$ cat src/hdl/scls_pkg.sv
`timescale 1ns / 1ps
// ----------------------------------------------------------------------------
// scls_pkg
// Shared types and constants of the sequence call/loop stack.
// ----------------------------------------------------------------------------
package scls_pkg;

  localparam int STACK_DEPTH = 8;
  // depth counter holds 0..STACK_DEPTH, index addresses 0..STACK_DEPTH-1
  localparam int PTR_W = $clog2(STACK_DEPTH + 1);
  localparam int IDX_W = (STACK_DEPTH > 1) ? $clog2(STACK_DEPTH) : 1;

  localparam int ADDR_W  = 32;
  localparam int COUNT_W = 16;
  localparam int DEPTH_W = 4;

  typedef logic [1:0] kind_t;

  localparam kind_t KIND_CALL       = 2'd0;
  localparam kind_t KIND_LOOP_START = 2'd1;
  localparam kind_t KIND_LOOP_END   = 2'd2;
  localparam kind_t KIND_RETURN     = 2'd3;

  // controller to datapath
  typedef struct packed {
    logic capture;   // register the input transaction
    logic execute;   // update the stack and load the result registers
  } scls_cmd_t;

  // datapath to controller
  typedef struct packed {
    logic result_ok;
  } scls_status_t;

endpackage

$ cat src/hdl/sequence_call_loop_stack_top.sv
`timescale 1ns / 1ps
// ----------------------------------------------------------------------------
// sequence_call_loop_stack_top
// Control-flow stack of a sequence command reader.
// ----------------------------------------------------------------------------
// Usage:
//   Input channel (in_valid / in_stall) carries kind, cur_pos and operand.
//   Output channel (out_valid / out_stall) returns ok, jump, new_pos and
//   depth, one result transaction per input transaction, in order.
//   cfg_wen / cfg_wdata write base_address, added to call offsets; write it
//   only while no command is in flight.
//   Timing: a command is taken in the idle state, executed in the next
//   cycle and offered in the cycle after that. The sequencer handles one
//   command at a time.
//   While a result waits, in_stall stays high and the result holds.
//   Reset (rst, synchronous) empties the stack, clears all loop counts and
//   base_address; no command is in flight afterwards.
// ----------------------------------------------------------------------------
module sequence_call_loop_stack_top (
  input  logic                   clk,
  input  logic                   rst,
  input  logic                   cfg_wen,
  input  logic [31:0]            cfg_wdata,
  input  logic                   in_valid,
  output logic                   in_stall,
  input  scls_pkg::kind_t        kind,
  input  logic [31:0]            cur_pos,
  input  logic [31:0]            operand,
  output logic                   out_valid,
  input  logic                   out_stall,
  output logic                   ok,
  output logic                   jump,
  output logic [31:0]            new_pos,
  output logic [3:0]             depth
);
  import scls_pkg::*;

  scls_cmd_t    cmd;
  scls_status_t status;

  scls_ctrl u_ctrl (
    .clk       (clk),
    .rst       (rst),
    .in_valid  (in_valid),
    .in_stall  (in_stall),
    .out_valid (out_valid),
    .out_stall (out_stall),
    .cmd       (cmd),
    .status    (status)
  );

  scls_datapath u_datapath (
    .clk       (clk),
    .rst       (rst),
    .cmd       (cmd),
    .status    (status),
    .cfg_wen   (cfg_wen),
    .cfg_wdata (cfg_wdata),
    .kind      (kind),
    .cur_pos   (cur_pos),
    .operand   (operand),
    .ok        (ok),
    .jump      (jump),
    .new_pos   (new_pos),
    .depth     (depth)
  );

endmodule

$ cat src/hdl/scls_ctrl.sv
`timescale 1ns / 1ps
// ----------------------------------------------------------------------------
// scls_ctrl
// Sequencer: take one command, execute it, hold the result until taken.
// ----------------------------------------------------------------------------
module scls_ctrl (
  input  logic                  clk,
  input  logic                  rst,
  input  logic                  in_valid,
  output logic                  in_stall,
  output logic                  out_valid,
  input  logic                  out_stall,
  output scls_pkg::scls_cmd_t   cmd,
  input  scls_pkg::scls_status_t status
);
  import scls_pkg::*;

  localparam logic [1:0] ST_IDLE = 2'd0;
  localparam logic [1:0] ST_EXEC = 2'd1;
  localparam logic [1:0] ST_OUT  = 2'd2;

  logic [1:0] state;
  logic [1:0] state_next;

  always_comb begin
    state_next = state;
    unique case (state)
      ST_IDLE: if (in_valid) state_next = ST_EXEC;
      ST_EXEC: state_next = ST_OUT;
      ST_OUT:  if (!out_stall) state_next = ST_IDLE;
      default: state_next = ST_IDLE;
    endcase
  end

  always_ff @(posedge clk) begin
    if (rst) begin
      state <= ST_IDLE;
    end else begin
      state <= state_next;
    end
  end

  assign in_stall    = (state != ST_IDLE);
  assign out_valid   = (state == ST_OUT);
  assign cmd.capture = (state == ST_IDLE) && in_valid;
  assign cmd.execute = (state == ST_EXEC);

  // a result is offered only right after an execute step or while it is held
  a_out_after_exec: assert property (@(posedge clk) disable iff (rst)
    $rose(out_valid) |-> $past(cmd.execute))
    else $error("result offered without an execute step");

  // capture only in the idle state, never beside an execute or a held result
  a_no_capture_busy: assert property (@(posedge clk) disable iff (rst)
    cmd.capture |-> !out_valid && !cmd.execute)
    else $error("capture while busy");

  a_status_held: assert property (@(posedge clk) disable iff (rst)
    out_valid && $past(out_valid) |-> $stable(status.result_ok))
    else $error("result status changed while held");

endmodule

$ cat src/hdl/scls_datapath.sv
`timescale 1ns / 1ps
// ----------------------------------------------------------------------------
// scls_datapath
// Return address and loop count stack, base register and result registers.
// ----------------------------------------------------------------------------
module scls_datapath (
  input  logic                   clk,
  input  logic                   rst,
  input  scls_pkg::scls_cmd_t    cmd,
  output scls_pkg::scls_status_t status,
  input  logic                   cfg_wen,
  input  logic [31:0]            cfg_wdata,
  input  scls_pkg::kind_t        kind,
  input  logic [31:0]            cur_pos,
  input  logic [31:0]            operand,
  output logic                   ok,
  output logic                   jump,
  output logic [31:0]            new_pos,
  output logic [3:0]             depth
);
  import scls_pkg::*;

  logic [ADDR_W-1:0]  base_address;
  kind_t              kind_r;
  logic [ADDR_W-1:0]  pos_r;
  logic [ADDR_W-1:0]  opnd_r;
  logic [PTR_W-1:0]   sdepth;

  logic [ADDR_W-1:0]  ret_addr [STACK_DEPTH];
  logic [COUNT_W-1:0] loop_cnt [STACK_DEPTH];

  logic               full;
  logic               empty;
  logic [PTR_W-1:0]   top_ptr;
  logic [IDX_W-1:0]   top_idx;
  logic [IDX_W-1:0]   push_idx;
  logic [COUNT_W-1:0] top_cnt;
  logic [COUNT_W-1:0] dec_cnt;

  logic               ok_next;
  logic               jump_next;
  logic [ADDR_W-1:0]  pos_next;
  logic [PTR_W-1:0]   sdepth_next;
  logic               push_ret;
  logic               push_cnt;
  logic               store_cnt;

  always_ff @(posedge clk) begin
    if (rst) begin
      base_address <= '0;
    end else if (cfg_wen) begin
      base_address <= cfg_wdata;
    end
  end

  always_ff @(posedge clk) begin
    if (cmd.capture) begin
      kind_r <= kind;
      pos_r  <= cur_pos;
      opnd_r <= operand;
    end
  end

  assign full     = (sdepth >= PTR_W'(STACK_DEPTH));
  assign empty    = (sdepth == '0);
  assign top_ptr  = sdepth - PTR_W'(1);
  assign top_idx  = top_ptr[IDX_W-1:0];
  assign push_idx = sdepth[IDX_W-1:0];
  assign top_cnt  = loop_cnt[top_idx];
  // a zero count stays zero
  assign dec_cnt  = (top_cnt != '0) ? top_cnt - COUNT_W'(1) : '0;

  always_comb begin
    ok_next     = 1'b1;
    jump_next   = 1'b0;
    pos_next    = pos_r;
    sdepth_next = sdepth;
    push_ret    = 1'b0;
    push_cnt    = 1'b0;
    store_cnt   = 1'b0;
    case (kind_r)
      KIND_CALL, KIND_LOOP_START: begin
        if (full) begin
          ok_next = 1'b0;
        end else begin
          push_ret    = 1'b1;
          sdepth_next = sdepth + PTR_W'(1);
          if (kind_r == KIND_CALL) begin
            pos_next  = base_address + opnd_r;
            jump_next = 1'b1;
          end else begin
            push_cnt = 1'b1;
          end
        end
      end
      KIND_LOOP_END: begin
        if (empty) begin
          ok_next = 1'b0;
        end else if (dec_cnt == '0) begin
          sdepth_next = top_ptr;
        end else begin
          store_cnt = 1'b1;
          pos_next  = ret_addr[top_idx];
          jump_next = 1'b1;
        end
      end
      default: begin
        if (empty) begin
          ok_next = 1'b0;
        end else begin
          sdepth_next = top_ptr;
          pos_next    = ret_addr[top_idx];
          jump_next   = 1'b1;
        end
      end
    endcase
  end

  always_ff @(posedge clk) begin
    if (rst) begin
      sdepth <= '0;
    end else if (cmd.execute) begin
      sdepth <= sdepth_next;
    end
  end

  always_ff @(posedge clk) begin
    if (cmd.execute && push_ret) begin
      ret_addr[push_idx] <= pos_r;
    end
  end

  // counts reset to zero: a loop end on a call slot reads what is left there
  always_ff @(posedge clk) begin
    if (rst) begin
      for (int i = 0; i < STACK_DEPTH; i++) begin
        loop_cnt[i] <= '0;
      end
    end else if (cmd.execute) begin
      if (push_cnt) begin
        loop_cnt[push_idx] <= opnd_r[COUNT_W-1:0];
      end else if (store_cnt) begin
        loop_cnt[top_idx] <= dec_cnt;
      end
    end
  end

  always_ff @(posedge clk) begin
    if (cmd.execute) begin
      ok      <= ok_next;
      jump    <= jump_next;
      new_pos <= pos_next;
      depth   <= DEPTH_W'(sdepth_next);
    end
  end

  assign status.result_ok = ok;

  a_depth_bound: assert property (@(posedge clk) disable iff (rst)
    sdepth <= PTR_W'(STACK_DEPTH))
    else $error("stack depth beyond capacity");

  a_fail_keeps_depth: assert property (@(posedge clk) disable iff (rst)
    cmd.execute && !ok_next |=> $stable(sdepth))
    else $error("failed command changed the stack depth");

  a_jump_needs_ok: assert property (@(posedge clk) disable iff (rst)
    cmd.execute |=> (!jump || ok))
    else $error("jump reported on a failed command");

  a_fallthrough_pos: assert property (@(posedge clk) disable iff (rst)
    cmd.execute && !jump_next |=> new_pos == $past(pos_r))
    else $error("fall-through position differs from current position");

endmodule
$ cat config.mk
export PLATFORM = sky130hd
export DESIGN_NAME = sequence_call_loop_stack_top
export DESIGN_NICKNAME = d
export VERILOG_FILES = /design/src/hdl/scls_pkg.sv /design/src/hdl/sequence_call_loop_stack_top.sv /design/src/hdl/scls_ctrl.sv /design/src/hdl/scls_datapath.sv
export SDC_FILE = /design/constraint.sdc
export NUM_CORES = 1
export LEC_CHECK = 0
export BUFFER_PORTS_ARGS = -buffer_cell sky130_fd_sc_hd__buf_2
export CAP_MARGIN = 20
export CORE_AREA = 2 2 335 254
export DETAILED_ROUTE_END_ITERATION = 10
export DIE_AREA = 0 0 337 256
export GPL_TIMING_DRIVEN = 0
export SLEW_MARGIN = 0
export SYNTH_ARGS = -nofsm -noshare
export SYNTH_HDL_FRONTEND = slang
export SYNTH_SLANG_ARGS = --single-unit
export TNS_END_PERCENT = 5
$ cat constraint.sdc
create_clock -name clk -period 17.3 [get_ports clk]
set_clock_uncertainty 0.15 [all_clocks]
set_input_delay 3.46 -clock clk [delete_from_list [all_inputs] [get_ports clk]]
set_output_delay 3.46 -clock clk [all_outputs]
set_load 0.05 [all_outputs]
==> flow_summary.toml <==
[run_status]
status = "complete, no violations"

[sta]
grt_setup_unrepaired = "false"
setup_tns_ns = 0
max_slew_margin = 0.199
drv_slew = 0
report.final.hold_viol_count = 0
fin_crit_sh = 0.742
worst_slew_pin_slew_ns = 1.20
fin_ws_ns = 4.47
fmax_mhz = 77.9
fin_crit_ns = 12.83
setup_viol = 0

[power_and_ir_drop]
p_comb_frac = 0.175
power_frac_seq = 0.476
clkPwrFrac = 0.349
switching_share = 0.291
leakagePower_nw = 9.80
netSwitchingPower_w = 0.000899
p_per_area_nw_per_um2 = 109
cellInternalPower_w = 0.00219
vdd_drop_max_v = 0.0000726

[clock_tree]
clk_path_buf_depth = 3
cts_setup_buffers = 0
clock_latency_ns = 0.64
cts_resized = 0
cts_sinks = 526
tritoncts.num_buffers = 50
cts_tree = "built"
ctsHoldBuffers = 0
cts-root-buf = "clkbuf_16"
cts_htree_levels = 2
path_clk_slew_ns = 0.07

[logic_synthesis]
synth.yosys.warnings = 0
synth_edf_count = 488
synth.distinct_cells = 76
ys_async_sr_fraction = 0
seq_area_frac_synth = 0.643
synth_cells = 1664
synthFlopType = "edfxtp_1"
synth_seq_cells = 526
synth_area_leaders = "edfxtp_1 61%, mux4_2 9.2%, nor2_1 3.6%"
postSynthAreaPerCell_um2 = 14.4
synth_area_um2 = 24000
synth_top_cell_by_area = "edfxtp_1"
synth_fp_nets = 1802
synth_top_area_frac = 0.612

[global_route]
grt_start_max_net_pins = 33
first_global_vias = 15800
antenna_found_initial = 4
track_usage = 0.176
gr-total-overflow = 0
grt_pass1_wl_um = 111000

[critical_path]
rrSetupSlack_ns = 4.47
required_ns = 17.45
worstPathArrival_ns = 12.98
critPathKind = "register to register"
slowest_delay_ns = 0.83
crit_top_cell = "buf_2"
cp_max_fo = 10
slowest_stage = "a221oi_2"
end_kind = "register"
worstSetupStartpointType = "register"
r2r-end = "u_datapath.loop_cnt[2][5]"
worst-r2r-cell-count = 29
timing.rr.start = "u_datapath.sdepth[0]"

[worst_hold_path]
min_to = "u_datapath.base_address[15]"
whs_path_depth = 2
worstHoldStart = "u_datapath.base_address[15]"
holdCritPathClass = "register to register"

[route]
wirelength_um = 77100
drt-wirelength-per-cell_um = 25.2
detail_route.vias_per_cell = 5.31
drt_iter0_markers = 2044
postRouteAntennaNets = 0
vias = 16200
drtPass1Iterations = 5
drc = 0

[cells_and_area]
antenna-diode-count = 0
final_nets = 2022
final_core_util = 0.340
area_growth_pct = 18.0
drive_above_1_share = 0.220

[floorplan]
core-area_um2 = 83200
die_w_um = 337
io_pins = 143
initial_core_util = 0.288
die_h_um = 256
rows = 92
die-area_um2 = 86300

[place]
hpwl_um = 56300
pre_cts_ws_ns = 4.90
portBuffers = 141
gp_congestion = 0.924

[run]
maxCapViolCount = 0
registers in the layout, indices dropped and copies added, names as in the netlist:
register / count
u_datapath.opnd_r: 32
u_ctrl.state: 2
u_datapath.pos_r: 32
u_datapath.loop_cnt: 128
u_datapath.kind_r: 2
u_datapath.depth: 4
u_datapath.sdepth: 4
u_datapath.new_pos: 32
u_datapath.ok: 1
u_datapath.jump: 1
u_datapath.base_address: 32
u_datapath.ret_addr: 256
cells in the mapped netlist, drive strengths merged (4+ instances only):
master  instances
o32ai           4
clkbuf         41
xor2           18
edfxtp        488
and2            9
a221o          12
and3            4
a21oi          80
buf            52
dfxtp          38
nor3           51
a22oi          21
o21ai          30
xnor2          24
nor3b           6
o31ai           6
or3             8
a32oi          17
o21a            9
o221ai          5
a31oi           6
a222oi          4
o21bai         14
nor2          229
o22ai           4
a211oi         24
a21o           17
nand3          14
inv            20
nor4            7
mux2i          69
nand2b          8
nor2b          15
mux4           98
o211ai          9
ha             34
nand2         129
layout make-up:
| cell class | count | area (um^2) |
|---|---|---|
| clock inverters | 32 | 273 |
| inverters | 20 | 75.1 |
| multi-input cells | 1025 | 8120 |
| plain buffers | 93 | 442 |
| fillers | 8059 | 55000 |
| repair buffers | 168 | 1220 |
| clock buffers | 62 | 1320 |
| flip-flops and latches | 526 | 15400 |
| well taps | 1128 | 1410 |
power groups by stage:
stage | clock, W | combinational [W] | sequential (W)
final | 0.00108 | 0.000540 | 0.00147
after global routing | 0.00115 | 0.000571 | 0.00148
after CTS | 0.00110 | 0.000530 | 0.00147
after detailed placement | 0 | 0.000528 | 0.00150
after global placement | 0 | 0.000513 | 0.00150
after floorplan | 0 | 0.000311 | 0.00150
critical path, delay by kind of cell, from the launching register on:
| kind | cells | cell delay [ns] |
|---|---|---|
| simple gates | 5 | 1.78 |
| mux | 2 | 0.59 |
| fa+ha+maj | 2 | 0.83 |
| buf+inv | 15 | 6.39 |
| compound gates | 5 | 2.39 |
| flops | 1 | 0.34 |
placed cells by master, fill, tap and decap left out, types with 7 or more instances in the layout:
| cell | n |
|---|---|
| nand3_1 | 14 |
| nor3_1 | 45 |
| clkinv_2 | 13 |
| o21a_1 | 8 |
| nor2_1 | 221 |
| buf_16 | 9 |
| o21ai_0 | 28 |
| clkinv_1 | 8 |
| a211oi_1 | 22 |
| a21oi_1 | 78 |
| mux2i_1 | 69 |
| o21bai_2 | 8 |
| buf_6 | 12 |
| o211ai_1 | 9 |
| dfxtp_1 | 38 |
| buf_1 | 22 |
| a21o_1 | 16 |
| nor2b_1 | 15 |
| buf_2 | 163 |
| edfxtp_1 | 488 |
| nand2_1 | 128 |
| a221o_1 | 12 |
| a22oi_1 | 21 |
| xnor2_1 | 24 |
| inv_1 | 18 |
| or3_1 | 8 |
| nor2_4 | 7 |
| mux4_2 | 98 |
| clkbuf_1 | 51 |
| a32oi_1 | 8 |
| xor2_1 | 18 |
| clkbuf_16 | 50 |
| and2_1 | 9 |
| a32oi_2 | 9 |
| nand2b_1 | 8 |
| ha_1 | 34 |
worst max-delay path by stage:
stage | from | end | slack (ns) | cells past startpoint
floorplan | u_datapath.sdepth[0] | u_datapath.loop_cnt[5][0] | 8.81 | 28
global placement | u_datapath.sdepth[0] | u_datapath.loop_cnt[3][12] | 3.42 | 28
detailed placement | u_datapath.sdepth[0] | u_datapath.loop_cnt[7][14] | 4.90 | 30
CTS | u_datapath.sdepth[0] | u_datapath.loop_cnt[7][4] | 4.89 | 30
global route | u_datapath.sdepth[0] | u_datapath.loop_cnt[7][6] | 4.21 | 30
finish | u_datapath.sdepth[0] | u_datapath.loop_cnt[2][5] | 4.47 | 29
cell families after synthesis:
group | after synthesis | share of synthesized area
mux | 169 | 0.122
flops | 526 | 0.643
xor+xnor | 42 | 0.0154
fa+ha+maj | 35 | 0.0186
simple gates | 493 | 0.0911
buf+inv | 113 | 0.0216
compound gates | 286 | 0.0882
metrics by stage:
| step | cells | cell area, um^2 | hold WS (ns) | total power [W] |
|---|---|---|---|---|
| 3_3_place_gp | 2933 | 26100 | 0.330 | 0.00201 |
| 6_report | 3054 | 28300 | 0.359 | 0.00309 |
| 2_1_floorplan | 1664 | 24000 | 0.315 | 0.00181 |
| 5_1_grt | 3054 | 28300 | 0.392 | 0.00319 |
| 3_5_place_dp | 2958 | 26700 | 0.348 | 0.00203 |
| 4_1_cts | 3052 | 28200 | 0.368 | 0.00310 |
metal layers:
metal	vias up	global-route usage	share of wire
li1	6923	-	-
met1	8218	0.265	0.46
met2	936	0.237	0.40
met3	134	0.0599	0.12
met4	8	0.0454	0.024
met5	-	0	0.00062
Power figures use the tool's default switching activity.
